<file path="src/design/tkre_pkg.sv">
// ----------------------------------------------------------------------------
// tkre_pkg
// Shared types and constants of the typematic key repeat engine.
// ----------------------------------------------------------------------------
package tkre_pkg;

  // Default sizing
  localparam int unsigned DEF_HELD_SLOTS          = 8;
  localparam int unsigned DEF_MAX_REPEATS_PER_KEY = 8;

  // Results a single tick may produce
  localparam int unsigned RESULT_LIMIT = 64;

  // Field widths
  localparam int unsigned CODE_W     = 8;
  localparam int unsigned TIME_W     = 32;
  localparam int unsigned DELAY_W    = 16;
  localparam int unsigned PERIOD_W   = 10;
  localparam int unsigned NEED_W     = DELAY_W + 1;
  localparam int unsigned CFG_IDX_W  = 4;
  localparam int unsigned CFG_DATA_W = 16;

  // Configuration register indexes
  localparam logic [CFG_IDX_W-1:0] CFG_REPEAT_DELAY  = CFG_IDX_W'(0);
  localparam logic [CFG_IDX_W-1:0] CFG_REPEAT_PERIOD = CFG_IDX_W'(1);

  // Configuration reset values
  localparam logic [DELAY_W-1:0]  DELAY_RESET  = DELAY_W'(300);
  localparam logic [PERIOD_W-1:0] PERIOD_RESET = PERIOD_W'(16);

  typedef enum logic [1:0] {
    ACT_KEY       = 2'd0,
    ACT_TICK      = 2'd1,
    ACT_FLUSH_ONE = 2'd2,
    ACT_FLUSH_ALL = 2'd3
  } action_e;

  typedef enum logic [1:0] {
    EV_DOWN   = 2'd0,
    EV_UP     = 2'd1,
    EV_REPEAT = 2'd2
  } kind_e;

  // Controller to datapath
  typedef struct packed {
    logic in_ready;  // input transfer allowed
    logic exec;      // single-shot key event / flush of one key
    logic step;      // one walk step over the held keys
    logic finish;    // release the held-back result marked last
  } ctrl_cmd_t;

  // Datapath to controller
  typedef struct packed {
    logic    in_valid;
    action_e in_action;
    logic    walk_more;  // a held key is still unvisited
    logic    out_free;   // output register can take a result
  } dp_status_t;

endpackage

</file>
<file path="src/design/tkre_if.sv">
// ----------------------------------------------------------------------------
// tkre_if
// Valid/ready channels of the engine: input items, results, config writes.
// ----------------------------------------------------------------------------
interface tkre_item_if import tkre_pkg::*; ();
  logic              valid;
  logic              ready;
  logic [1:0]        action;
  logic [CODE_W-1:0] key_code;
  logic              key_down;
  logic [TIME_W-1:0] now_ms;

  modport source (output valid, action, key_code, key_down, now_ms, input ready);
  modport sink   (input valid, action, key_code, key_down, now_ms, output ready);
endinterface

interface tkre_result_if import tkre_pkg::*; ();
  logic              valid;
  logic              ready;
  logic [CODE_W-1:0] out_code;
  logic [1:0]        event_kind;
  logic              no_slot;
  logic              last;

  modport source (output valid, out_code, event_kind, no_slot, last, input ready);
  modport sink   (input valid, out_code, event_kind, no_slot, last, output ready);
endinterface

interface tkre_cfg_if import tkre_pkg::*; ();
  logic                  valid;
  logic                  ready;
  logic [CFG_IDX_W-1:0]  index;
  logic [CFG_DATA_W-1:0] data;

  modport source (output valid, index, data, input ready);
  modport sink   (input valid, index, data, output ready);
endinterface

</file>
<file path="src/design/tkre_ctrl.sv">
// ----------------------------------------------------------------------------
// tkre_ctrl
// Sequencer: takes an item, runs the single-shot or walk phase, then closes
// the item by releasing its final result.
// ----------------------------------------------------------------------------
module tkre_ctrl import tkre_pkg::*; (
  input  logic       clk_i,
  input  logic       rst_ni,
  input  dp_status_t status_i,
  output ctrl_cmd_t  cmd_o
);

  typedef enum logic [3:0] {
    ST_IDLE   = 4'b0001,
    ST_EXEC   = 4'b0010,
    ST_WALK   = 4'b0100,
    ST_FINISH = 4'b1000
  } state_e;

  state_e state_q, state_d;

  always_comb begin
    state_d = state_q;
    cmd_o   = '0;
    unique case (state_q)
      ST_IDLE: begin
        cmd_o.in_ready = 1'b1;
        if (status_i.in_valid) begin
          if (status_i.in_action == ACT_KEY || status_i.in_action == ACT_FLUSH_ONE) begin
            state_d = ST_EXEC;
          end else begin
            state_d = ST_WALK;
          end
        end
      end
      ST_EXEC: begin
        // hold stage is empty here, so no output stall applies
        cmd_o.exec = 1'b1;
        state_d    = ST_FINISH;
      end
      ST_WALK: begin
        if (!status_i.walk_more) begin
          state_d = ST_FINISH;
        end else if (status_i.out_free) begin
          cmd_o.step = 1'b1;
        end
      end
      ST_FINISH: begin
        if (status_i.out_free) begin
          cmd_o.finish = 1'b1;
          state_d      = ST_IDLE;
        end
      end
      default: state_d = ST_IDLE;
    endcase
  end

  always_ff @(posedge clk_i or negedge rst_ni) begin
    if (!rst_ni) begin
      state_q <= ST_IDLE;
    end else begin
      state_q <= state_d;
    end
  end

endmodule

</file>
<file path="src/design/tkre_datapath.sv">
// ----------------------------------------------------------------------------
// tkre_datapath
// Config registers, held-key slots, ordered walk, repeat timing, and a
// hold stage plus output register for the result stream.
// ----------------------------------------------------------------------------
module tkre_datapath import tkre_pkg::*; #(
  parameter int unsigned HELD_SLOTS          = DEF_HELD_SLOTS,
  parameter int unsigned MAX_REPEATS_PER_KEY = DEF_MAX_REPEATS_PER_KEY
) (
  input  logic            clk_i,
  input  logic            rst_ni,
  tkre_cfg_if.sink        cfg_i,
  tkre_item_if.sink       in_i,
  tkre_result_if.source   out_o,
  input  ctrl_cmd_t       cmd_i,
  output dp_status_t      status_o
);

  localparam int unsigned REP_W = $clog2(MAX_REPEATS_PER_KEY + 1);
  localparam int unsigned CNT_W = $clog2(RESULT_LIMIT + 1);

  // Configuration
  logic [DELAY_W-1:0]  delay_q;
  logic [PERIOD_W-1:0] period_q;

  // Latched item
  action_e             act_q;
  logic [CODE_W-1:0]   key_q;
  logic                down_q;
  logic [TIME_W-1:0]   now_q;
  logic [NEED_W-1:0]   need_q;
  logic [PERIOD_W-1:0] step_q;

  // Slots
  logic [HELD_SLOTS-1:0] valid_q, valid_d;
  logic [CODE_W-1:0]     code_q [HELD_SLOTS];
  logic [TIME_W-1:0]     time_q [HELD_SLOTS];

  // Walk state
  logic [HELD_SLOTS-1:0] done_q, done_d;
  logic [REP_W-1:0]      rep_q, rep_d;
  logic [CNT_W-1:0]      cnt_q, cnt_d;

  // Hold stage and output register
  logic              hold_valid_q;
  logic [CODE_W-1:0] hold_code_q;
  kind_e             hold_kind_q;
  logic              hold_noslot_q;
  logic              out_valid_q;
  logic [CODE_W-1:0] out_code_q;
  kind_e             out_kind_q;
  logic              out_noslot_q;
  logic              out_last_q;

  logic                  in_xfer;
  logic [PERIOD_W-1:0]   period_eff;
  logic [HELD_SLOTS-1:0] pending, sel, match, free_first, target, key_wr, bump;
  logic [CODE_W-1:0]     sel_code;
  logic [TIME_W-1:0]     sel_time, elapsed;
  logic                  hit, rep_ok;
  logic                  emit_en, emit_noslot;
  logic [CODE_W-1:0]     emit_code;
  kind_e                 emit_kind;

  assign in_xfer    = in_i.valid && cmd_i.in_ready;
  assign in_i.ready = cmd_i.in_ready;
  assign cfg_i.ready = 1'b1;

  // A zero period behaves as one millisecond
  assign period_eff = (period_q == '0) ? PERIOD_W'(1) : period_q;

  // Ordered walk: pick the unvisited held key whose code is lowest.
  // Held codes are distinct, so exactly one wins when any is pending.
  assign pending = valid_q & ~done_q;

  always_comb begin
    for (int i = 0; i < HELD_SLOTS; i++) begin
      sel[i] = pending[i];
      for (int j = 0; j < HELD_SLOTS; j++) begin
        if (j != i && pending[j] && code_q[j] < code_q[i]) begin
          sel[i] = 1'b0;
        end
      end
    end
  end

  always_comb begin
    sel_code = '0;
    sel_time = '0;
    for (int i = 0; i < HELD_SLOTS; i++) begin
      if (sel[i]) begin
        sel_code = sel_code | code_q[i];
        sel_time = sel_time | time_q[i];
      end
    end
  end

  // Repeat due check, modulo 2^32
  assign elapsed = now_q - sel_time;
  assign hit     = elapsed >= TIME_W'(need_q);
  assign rep_ok  = hit && (rep_q < REP_W'(MAX_REPEATS_PER_KEY)) &&
                   (cnt_q < CNT_W'(RESULT_LIMIT));

  // Key lookup and lowest free slot
  always_comb begin
    for (int i = 0; i < HELD_SLOTS; i++) begin
      match[i] = valid_q[i] && (code_q[i] == key_q);
    end
  end
  assign free_first = ~valid_q & (valid_q + HELD_SLOTS'(1));
  assign target     = (|match) ? match : free_first;

  // Slot and walk updates, result to emit
  always_comb begin
    valid_d     = valid_q;
    done_d      = done_q;
    rep_d       = rep_q;
    cnt_d       = cnt_q;
    key_wr      = '0;
    bump        = '0;
    emit_en     = 1'b0;
    emit_code   = key_q;
    emit_kind   = EV_UP;
    emit_noslot = 1'b0;
    if (in_xfer) begin
      done_d = '0;
      rep_d  = '0;
      cnt_d  = '0;
    end else if (cmd_i.exec) begin
      if (act_q == ACT_KEY && down_q) begin
        key_wr      = target;
        valid_d     = valid_q | target;
        emit_en     = 1'b1;
        emit_kind   = EV_DOWN;
        emit_noslot = ~|target;
      end else if (act_q == ACT_KEY) begin
        valid_d = valid_q & ~match;
        emit_en = 1'b1;
      end else if (|match) begin
        // flush of one key that is held
        valid_d = valid_q & ~match;
        emit_en = 1'b1;
      end
    end else if (cmd_i.step && (|pending)) begin
      emit_code = sel_code;
      if (act_q == ACT_FLUSH_ALL) begin
        valid_d = valid_q & ~sel;
        emit_en = 1'b1;
      end else if (rep_ok) begin
        bump      = sel;
        emit_en   = 1'b1;
        emit_kind = EV_REPEAT;
        rep_d     = rep_q + REP_W'(1);
        cnt_d     = cnt_q + CNT_W'(1);
      end else begin
        done_d = done_q | sel;
        rep_d  = '0;
      end
    end
  end

  // Control registers
  always_ff @(posedge clk_i or negedge rst_ni) begin
    if (!rst_ni) begin
      delay_q      <= DELAY_RESET;
      period_q     <= PERIOD_RESET;
      valid_q      <= '0;
      done_q       <= '0;
      rep_q        <= '0;
      cnt_q        <= '0;
      hold_valid_q <= 1'b0;
      out_valid_q  <= 1'b0;
    end else begin
      if (cfg_i.valid) begin
        if (cfg_i.index == CFG_REPEAT_DELAY) begin
          delay_q <= cfg_i.data[DELAY_W-1:0];
        end else if (cfg_i.index == CFG_REPEAT_PERIOD) begin
          period_q <= cfg_i.data[PERIOD_W-1:0];
        end
      end
      valid_q <= valid_d;
      done_q  <= done_d;
      rep_q   <= rep_d;
      cnt_q   <= cnt_d;
      if (emit_en) begin
        hold_valid_q <= 1'b1;
      end else if (cmd_i.finish) begin
        hold_valid_q <= 1'b0;
      end
      if ((emit_en || cmd_i.finish) && hold_valid_q) begin
        out_valid_q <= 1'b1;
      end else if (out_o.ready) begin
        out_valid_q <= 1'b0;
      end
    end
  end

  // Item, slot and result payload
  always_ff @(posedge clk_i) begin
    if (in_xfer) begin
      act_q  <= action_e'(in_i.action);
      key_q  <= in_i.key_code;
      down_q <= in_i.key_down;
      now_q  <= in_i.now_ms;
      need_q <= NEED_W'(delay_q) + NEED_W'(period_eff);
      step_q <= period_eff;
    end
    for (int i = 0; i < HELD_SLOTS; i++) begin
      if (key_wr[i]) begin
        code_q[i] <= key_q;
        time_q[i] <= now_q;
      end else if (bump[i]) begin
        time_q[i] <= time_q[i] + TIME_W'(step_q);
      end
    end
    if (emit_en) begin
      hold_code_q   <= emit_code;
      hold_kind_q   <= emit_kind;
      hold_noslot_q <= emit_noslot;
    end
    // the held-back result is last only when the item closes
    if ((emit_en || cmd_i.finish) && hold_valid_q) begin
      out_code_q   <= hold_code_q;
      out_kind_q   <= hold_kind_q;
      out_noslot_q <= hold_noslot_q;
      out_last_q   <= cmd_i.finish;
    end
  end

  assign out_o.valid      = out_valid_q;
  assign out_o.out_code   = out_code_q;
  assign out_o.event_kind = out_kind_q;
  assign out_o.no_slot    = out_noslot_q;
  assign out_o.last       = out_last_q;

  assign status_o.in_valid  = in_i.valid;
  assign status_o.in_action = action_e'(in_i.action);
  assign status_o.walk_more = |pending;
  assign status_o.out_free  = !out_valid_q || out_o.ready;

endmodule

</file>
<file path="src/design/typematic_key_repeat_engine_top.sv">
// ----------------------------------------------------------------------------
// typematic_key_repeat_engine_top
// Held-key tracker that reports down, up and timed repeat events.
// ----------------------------------------------------------------------------
// One item is in work at a time; a key event or a flush of one key runs a
// single-shot phase, while a flush of all keys or a tick walks the held keys.
// A tick reports at most HELD_SLOTS * MAX_REPEATS_PER_KEY repeats, capped at
// 64. The walk visits held keys in ascending scan code, one slot check or one
// repeat per cycle while the result consumer does not stall the output
// register, through a single 32-bit elapsed-time compare. Configuration
// writes are taken in any cycle and should be issued only while the engine
// is idle.
// ----------------------------------------------------------------------------
module typematic_key_repeat_engine_top import tkre_pkg::*; #(
  parameter int unsigned HELD_SLOTS          = DEF_HELD_SLOTS,
  parameter int unsigned MAX_REPEATS_PER_KEY = DEF_MAX_REPEATS_PER_KEY
) (
  input  logic          clk_i,
  input  logic          rst_ni,
  tkre_cfg_if.sink      cfg_i,
  tkre_item_if.sink     in_i,
  tkre_result_if.source out_o
);

  ctrl_cmd_t  cmd;
  dp_status_t status;

  tkre_ctrl u_ctrl (
    .clk_i    (clk_i),
    .rst_ni   (rst_ni),
    .status_i (status),
    .cmd_o    (cmd)
  );

  tkre_datapath #(
    .HELD_SLOTS          (HELD_SLOTS),
    .MAX_REPEATS_PER_KEY (MAX_REPEATS_PER_KEY)
  ) u_datapath (
    .clk_i    (clk_i),
    .rst_ni   (rst_ni),
    .cfg_i    (cfg_i),
    .in_i     (in_i),
    .out_o    (out_o),
    .cmd_i    (cmd),
    .status_o (status)
  );

endmodule

</file>
<file path="src/flat_wrapper.sv">
// flat-port wrapper written by rule: the top's interface ports become plain ports
module typematic_key_repeat_engine_top_flat import tkre_pkg::*;
#(
  parameter int unsigned HELD_SLOTS          = DEF_HELD_SLOTS,
  parameter int unsigned MAX_REPEATS_PER_KEY = DEF_MAX_REPEATS_PER_KEY
)
  (clk_i, rst_ni, cfg_i_valid, cfg_i_index, cfg_i_data, cfg_i_ready, in_i_valid, in_i_action, in_i_key_code, in_i_key_down, in_i_now_ms, in_i_ready, out_o_valid, out_o_out_code, out_o_event_kind, out_o_no_slot, out_o_last, out_o_ready);
  tkre_cfg_if cfg_i_i ();
  tkre_item_if in_i_i ();
  tkre_result_if out_o_i ();
  input  logic clk_i;
  input  logic rst_ni;
  input wire logic [$bits(cfg_i_i.valid)-1:0] cfg_i_valid;
  input wire logic [$bits(cfg_i_i.index)-1:0] cfg_i_index;
  input wire logic [$bits(cfg_i_i.data)-1:0] cfg_i_data;
  output wire logic [$bits(cfg_i_i.ready)-1:0] cfg_i_ready;
  input wire logic [$bits(in_i_i.valid)-1:0] in_i_valid;
  input wire logic [$bits(in_i_i.action)-1:0] in_i_action;
  input wire logic [$bits(in_i_i.key_code)-1:0] in_i_key_code;
  input wire logic [$bits(in_i_i.key_down)-1:0] in_i_key_down;
  input wire logic [$bits(in_i_i.now_ms)-1:0] in_i_now_ms;
  output wire logic [$bits(in_i_i.ready)-1:0] in_i_ready;
  output wire logic [$bits(out_o_i.valid)-1:0] out_o_valid;
  output wire logic [$bits(out_o_i.out_code)-1:0] out_o_out_code;
  output wire logic [$bits(out_o_i.event_kind)-1:0] out_o_event_kind;
  output wire logic [$bits(out_o_i.no_slot)-1:0] out_o_no_slot;
  output wire logic [$bits(out_o_i.last)-1:0] out_o_last;
  input wire logic [$bits(out_o_i.ready)-1:0] out_o_ready;
  assign cfg_i_i.valid = cfg_i_valid;
  assign cfg_i_i.index = cfg_i_index;
  assign cfg_i_i.data = cfg_i_data;
  assign cfg_i_ready = cfg_i_i.ready;
  assign in_i_i.valid = in_i_valid;
  assign in_i_i.action = in_i_action;
  assign in_i_i.key_code = in_i_key_code;
  assign in_i_i.key_down = in_i_key_down;
  assign in_i_i.now_ms = in_i_now_ms;
  assign in_i_ready = in_i_i.ready;
  assign out_o_valid = out_o_i.valid;
  assign out_o_out_code = out_o_i.out_code;
  assign out_o_event_kind = out_o_i.event_kind;
  assign out_o_no_slot = out_o_i.no_slot;
  assign out_o_last = out_o_i.last;
  assign out_o_i.ready = out_o_ready;
  typematic_key_repeat_engine_top #(.HELD_SLOTS(HELD_SLOTS), .MAX_REPEATS_PER_KEY(MAX_REPEATS_PER_KEY)) u_core (.clk_i(clk_i), .rst_ni(rst_ni), .cfg_i(cfg_i_i), .in_i(in_i_i), .out_o(out_o_i));
endmodule
</file>
<file path="config.mk">
export PLATFORM = sky130hd
export DESIGN_NAME = typematic_key_repeat_engine_top_flat
export DESIGN_NICKNAME = d
export VERILOG_FILES = /design/src/design/tkre_pkg.sv /design/src/design/tkre_if.sv /design/src/design/tkre_ctrl.sv /design/src/design/tkre_datapath.sv /design/src/design/typematic_key_repeat_engine_top.sv /design/src/flat_wrapper.sv
export SDC_FILE = /design/constraint.sdc
export NUM_CORES = 2
export LEC_CHECK = 0
export BUFFER_PORTS_ARGS = -buffer_cell sky130_fd_sc_hd__buf_2
export CORE_MARGIN = 4
export CORE_UTILIZATION = 40
export CTS_CLUSTER_DIAMETER = 150
export DETAILED_ROUTE_END_ITERATION = 16
export PLACE_DENSITY = 0.55
export SLEW_MARGIN = 15
export SYNTH_ARGS = -nofsm -noshare
export SYNTH_HDL_FRONTEND = slang
export SYNTH_SLANG_ARGS = --single-unit
</file>
<file path="constraint.sdc">
create_clock -name clk_i -period 23.1 [get_ports clk_i]
set_clock_uncertainty 0.1 [all_clocks]
set_input_delay 1.155 -clock clk_i [delete_from_list [all_inputs] [get_ports clk_i]]
set_output_delay 1.155 -clock clk_i [all_outputs]
set_load 0.01 [all_outputs]
</file>
; Word level (Yosys, flattened, before mapping)
; Memories as Yosys holds them, arrays and structs flattened.
; Cells that the tools add are included.
; Widths: inputs -> output; s select.
[totals]
ram_bits = 320
mem_count = 2
output_inout_bits = 15
elab_cells = 432
input_bits = 68
register_bits = 152
[op_classes]
bitwise_logic = 36
n_mux = 182
magnitude_cmp = 59
reduce_logical = 96
n_eq_ne = 22
add_sub_neg = 13
[memory_table]
columns = memory, depth, word_bits, read_ports, rd_ports_with_merged_regs, wr, line_no
row1 = u_core.u_datapath.time_q, 8, 32, 8, 0, 8, tkre_datapath.sv:37  ; logic [TIME_W-1:0] time_q [HELD_SLOTS];
row2 = u_core.u_datapath.code_q, 8, 8, 8, 0, 8, tkre_datapath.sv:36  ; logic [CODE_W-1:0] code_q [HELD_SLOTS];
[ops]
columns = operator, n
row1 = $mux 32, 16
row2 = $lt 8x8->1, 56
row3 = $add 32x10->32, 8
row4 = $mux 8, 31
row5 = $or 32x32->32, 7
row6 = $mux 1, 115
row7 = $or 8x8->8, 9
row8 = $logic_and 1x1->1, 70
row9 = $eq 8x8->1, 8
row10 = $mux 7, 5
row11 = $and 8x8->8, 4
row12 = $ge 32x17->1, 1
row13 = $mux 4, 8
row14 = $not 8->8, 4
row15 = $sub 32x32->32, 1
row16 = $reduce_or 8->1, 3
row17 = $add 16x10->17, 1
row18 = $pmux 4 s4, 1
row19 = $reduce_and 4->1, 3
row20 = $reduce_bool 2->1, 6
row21 = $logic_not 10->1, 1
row22 = $mux 10, 1
row23 = $ne 2x2->1 const B, 5
row24 = $reduce_and 3->1, 3
row25 = other kinds (22), 41

; Longest topological paths before layout
[depth]
word_depth = 38
mapped_depth = 33
mapped_depth_nobuf = 30

; Cells and area by module
; From an unflattened synthesis, not the netlist that was laid out.
[unflattened]
cells_unflattened = 3259
hier_area_um2 = 35447.7
[modules_own_cells]
columns = mod, n_inst, seq_area_each_um2, cells_per_inst, area_per_inst_um2
row1 = tkre_datapath, 1, 13784.5, 3236, 35203.8
row2 = tkre_ctrl, 1, 101.3, 23, 244.0

; Worst setup path before layout
; No wires, ideal clock.
[synth_path]
path_type = register -> register
startpoint = memory u_core.u_datapath.code_q[7][1] (netlist: u_core.u_datapath.code_q[1][25])
endpoint = memory u_core.u_datapath.time_q[0][0], enable pin
path_stages_with_launch = 32
path_buffers = 3
synth_period_minus_slack_ns = 7.877
setup_ns = 0.482
slack_ns = 15.223
required_ns = 22.518
arrival_time_ns = 7.295
path_cell_list = edfxtp_1 inv_1 ha_1 nor2b_1 o211ai_1 a21oi_1 a2111o_1 a211o_1 a211oi_1 clkbuf_1 a222oi_1 nand3_1 ha_1 inv_1 fa_1 a211oi_1 o21ai_1 a21oi_1 o21ai_0 xor2_1 ha_1 a21o_1 a211oi_1 a31oi_1 or4_1 nand4b_1 nor4_1 nand2_1 buf_6 nand3_4 buf_6 nand2b_1
[synth_rtl]
columns = item, line_no
row1 = from (decl), tkre_datapath.sv:36
row2 = to (decl), tkre_datapath.sv:37

==> impl_metrics.json <==
{
  "post_cts_resize_count": 0,
  "pin_count": 83,
  "port_buffers": 81,
  "synth_cell_types": 90,
  "ys_top_cells_by_count": "edfxtp_1 (413), ha_1 (366), nand2_1 (229)",
  "synth_edf_count": 413,
  "post-cts-setup-buffers": 0,
  "cts_tree": "built",
  "yosys_warnings": 0,
  "vdd_drop_max_uv": 67.2,
  "power_density_nw_per_um2": 70.8,
  "ys_seq_elements": 472,
  "rows": 108,
  "worstPathArrival_ps": 10470,
  "period_needed_ps": 10240,
  "synthToLayoutAreaGrowth_pct": 9.93,
  "clockRootBuffer": "clkbuf_16",
  "clock_latency_ps": 620,
  "syn_avg_cell_area_um2": 10.6,
  "synth-simple-area-share_pct": 12.6,
  "dieArea_um2": 93300,
  "die_y_um": 305,
  "seq_area_frac_synth_pct": 39.3,
  "synth_mux_area_share_pct": 8.97,
  "gp_congestion": 0.984,
  "finalCritPeriodShare_pct": 44.3,
  "async_flop_share_pct": 12.5,
  "totalWireLength_um": 116000,
  "min_path_type": "flip-flop to flip-flop",
  "routedWlPerCell_um": 25.1,
  "crit_fanout": 28,
  "cp-start-kind": "flip-flop",
  "cap_violations": 0,
  "cts_sinks": 472,
  "grt-ovfl-total": 0,
  "grt_setup_unrepaired": "false",
  "antenna_found_initial": 3,
  "grt_max_degree": 60,
  "ys.flop_type": "edfxtp_1",
  "crit_required_ps": 23340,
  "path_clk_slew_ps": 60,
  "syn-cell-area_um2": 35400,
  "cts_max_level": 2,
  "maxSlewViolCount": 0,
  "synth_top_area_cell": "edfxtp_1",
  "relSlewSlack_pct": 15.2,
  "via_count": 27800,
  "track_usage_pct": 24.0,
  "final_util_pct": 44.5,
  "nets": 3863,
  "synth_xor_area_share_pct": 8.02,
  "critical-path-max-stage-delay_ps": 760,
  "coreArea_um2": 87300,
  "hold_violations": 0,
  "postSynthCellCount": 3345,
  "start_util_pct": 40.5,
  "max_freq_mhz": 97.7,
  "yosysMostFrequentCell": "edfxtp_1",
  "viasPerCell": 6.03,
  "cts_hold_buf": 0,
  "firstDrtPassIters": 10,
  "synth.top_cells.by_area": "edfxtp_1 (35%), ha_1 (13%), mux2_2 (6.9%)",
  "synth_top_area_share_pct": 35.1,
  "critical_path_class": "flip-flop to flip-flop",
  "clockBufferDepth": 3,
  "final_antenna_net_count": 0,
  "numCtsBuffers": 56,
  "drive_gt1_share_pct": 13.6,
  "slowest_stage": "and4_2",
  "synth_compound_area_share_pct": 14.1,
  "grt_pass1_wl_um": 173000,
  "drc": 0,
  "first_global_vias": 26800,
  "crit_path_end_kind": "flip-flop",
  "syn_nets": 3789,
  "antenna_cells": 0,
  "power.leakage_uw": 0.0153,
  "hpwl_um": 85600,
  "drt_iter0_markers": 2796,
  "synth_top_family_by_area": "compound AO/OA/AOI/OAI gates",
  "tightestPinTransition_ps": 1270,
  "status": "complete, no violations",
  "setup_viol": 0,
  "die_w_um": 305,
  "timing.final.ws_setup_ps": 12860,
  "synth_adder_area_share_pct": 13.5,
  "nFillCells": 8465,
  "place_ws_ps": 13160,
  "tns_ps": 0
}
[layer usage]
layer,GRT usage [%],up-vias,routed length (µm)
met5,0,-,0
met4,6.42,0,3360
met3,2.89,174,8070
met2,37.4,1105,51000
met1,35.3,13700,53500
li1,-,12900,-
[placed cells by master (no fill, tap or decap), types with 21 or more instances in the layout]
| master | instances |
|---|---|
| nand4_1 | 82 |
| clkbuf_16 | 59 |
| nor3_1 | 55 |
| a211oi_1 | 31 |
| a221oi_1 | 41 |
| a21boi_0 | 21 |
| a222oi_1 | 63 |
| nand3_1 | 88 |
| a22oi_1 | 27 |
| a31oi_1 | 21 |
| buf_2 | 81 |
| and2_1 | 22 |
| buf_4 | 43 |
| a21o_1 | 52 |
| nand2b_1 | 33 |
| ha_1 | 366 |
| dfrtp_1 | 53 |
| inv_1 | 192 |
| nor4_1 | 40 |
| mux2_1 | 57 |
| nor2b_1 | 28 |
| xnor2_1 | 143 |
| nor2_1 | 175 |
| a21oi_1 | 164 |
| nand2_1 | 229 |
| and3_1 | 39 |
| o21a_1 | 29 |
| xor2_1 | 181 |
| edfxtp_1 | 413 |
| mux2_2 | 216 |
| o21ai_0 | 118 |
[worst max-delay path, delay by kind of cell, from the launching register on]
family | cells | cell delay [ps]
AND/OR/NAND/NOR | 11 | 4120
AO/OA/AOI/OAI | 11 | 2500
buffers and inverters | 4 | 1360
adder cells (fa/ha/maj) | 3 | 1080
flip-flops | 1 | 580
XOR/XNOR | 1 | 150
[per-stage QoR]
step	area, µm²	cells	hold slack [ps]	power [µW]
finish	38900	4617	318	2760
global route	38900	4617	327	2900
CTS	38900	4617	319	2770
detailed placement	37100	4516	305	1890
global placement	37100	4516	301	1890
floorplan	35400	3345	300	1640
[report_power, final]
group          total, µW  switching (µW)  internal [µW]
clock                872             367            505
sequential          1140            99.8           1040
combinational        743             428            315
total               2760             895           1860
[kinds of logic after synthesis]
family | count (synthesis)
other | 1
buffers and inverters | 301
AO/OA/AOI/OAI | 713
XOR/XNOR | 324
multiplexers | 283
adder cells (fa/ha/maj) | 376
AND/OR/NAND/NOR | 875
flip-flops | 472
[sequential cells by signal, summed over array words and instances (netlist names), 10 cells and up]
signal                      cells
u_core.u_datapath.time_q      256
u_core.u_datapath.code_q       64
u_core.u_datapath.now_q        32
u_core.u_datapath.need_q       17
u_core.u_datapath.delay_q      16
u_core.u_datapath.period_q     10
u_core.u_datapath.step_q       10
[path summary, 6_finish.rpt]
| kind | end | cells past startpoint | slack (ps) | start |
|---|---|---|---|---|
| setup / recovery | u_core.u_datapath.time_q[1][55]$_DFFE_PP_ | 30 | 12860 | u_core.u_datapath.code_q[1][3]$_DFFE_PP_ |
| hold / removal | u_core.u_datapath.out_o.out_code[0]$_DFFE_PP_ | 0 | 320 | u_core.u_datapath.hold_code_q[0]$_DFFE_PP_ |
| setup reg to reg | u_core.u_datapath.time_q[1][55]$_DFFE_PP_ | 30 | 12860 | u_core.u_datapath.code_q[1][3]$_DFFE_PP_ |
| hold reg to reg | u_core.u_datapath.out_o.out_code[0]$_DFFE_PP_ | 0 | 320 | u_core.u_datapath.hold_code_q[0]$_DFFE_PP_ |
| max in group asynchronous | u_core.u_ctrl.state_q[2]$_DFFE_PN0P_ | 2 | 21670 | rst_ni |
| min in group asynchronous | u_core.u_datapath.delay_q[14]$_DFFE_PN0P_ | 2 | 610 | rst_ni |
[final cells by class]
| type | count | area (µm²) | area share, % |
|---|---|---|---|
| Clock inverter | 17 | 153 | 0.393 |
| Inverter | 193 | 727 | 1.87 |
| Clock buffer | 84 | 1620 | 4.17 |
| Tap cell | 1155 | 1450 | 3.72 |
| Timing Repair Buffer | 124 | 728 | 1.87 |
| Sequential cell | 472 | 13900 | 35.7 |
| Multi-Input combinational cell | 2572 | 20300 | 52.3 |
Note: power is estimated with default switching activity, not from simulation.
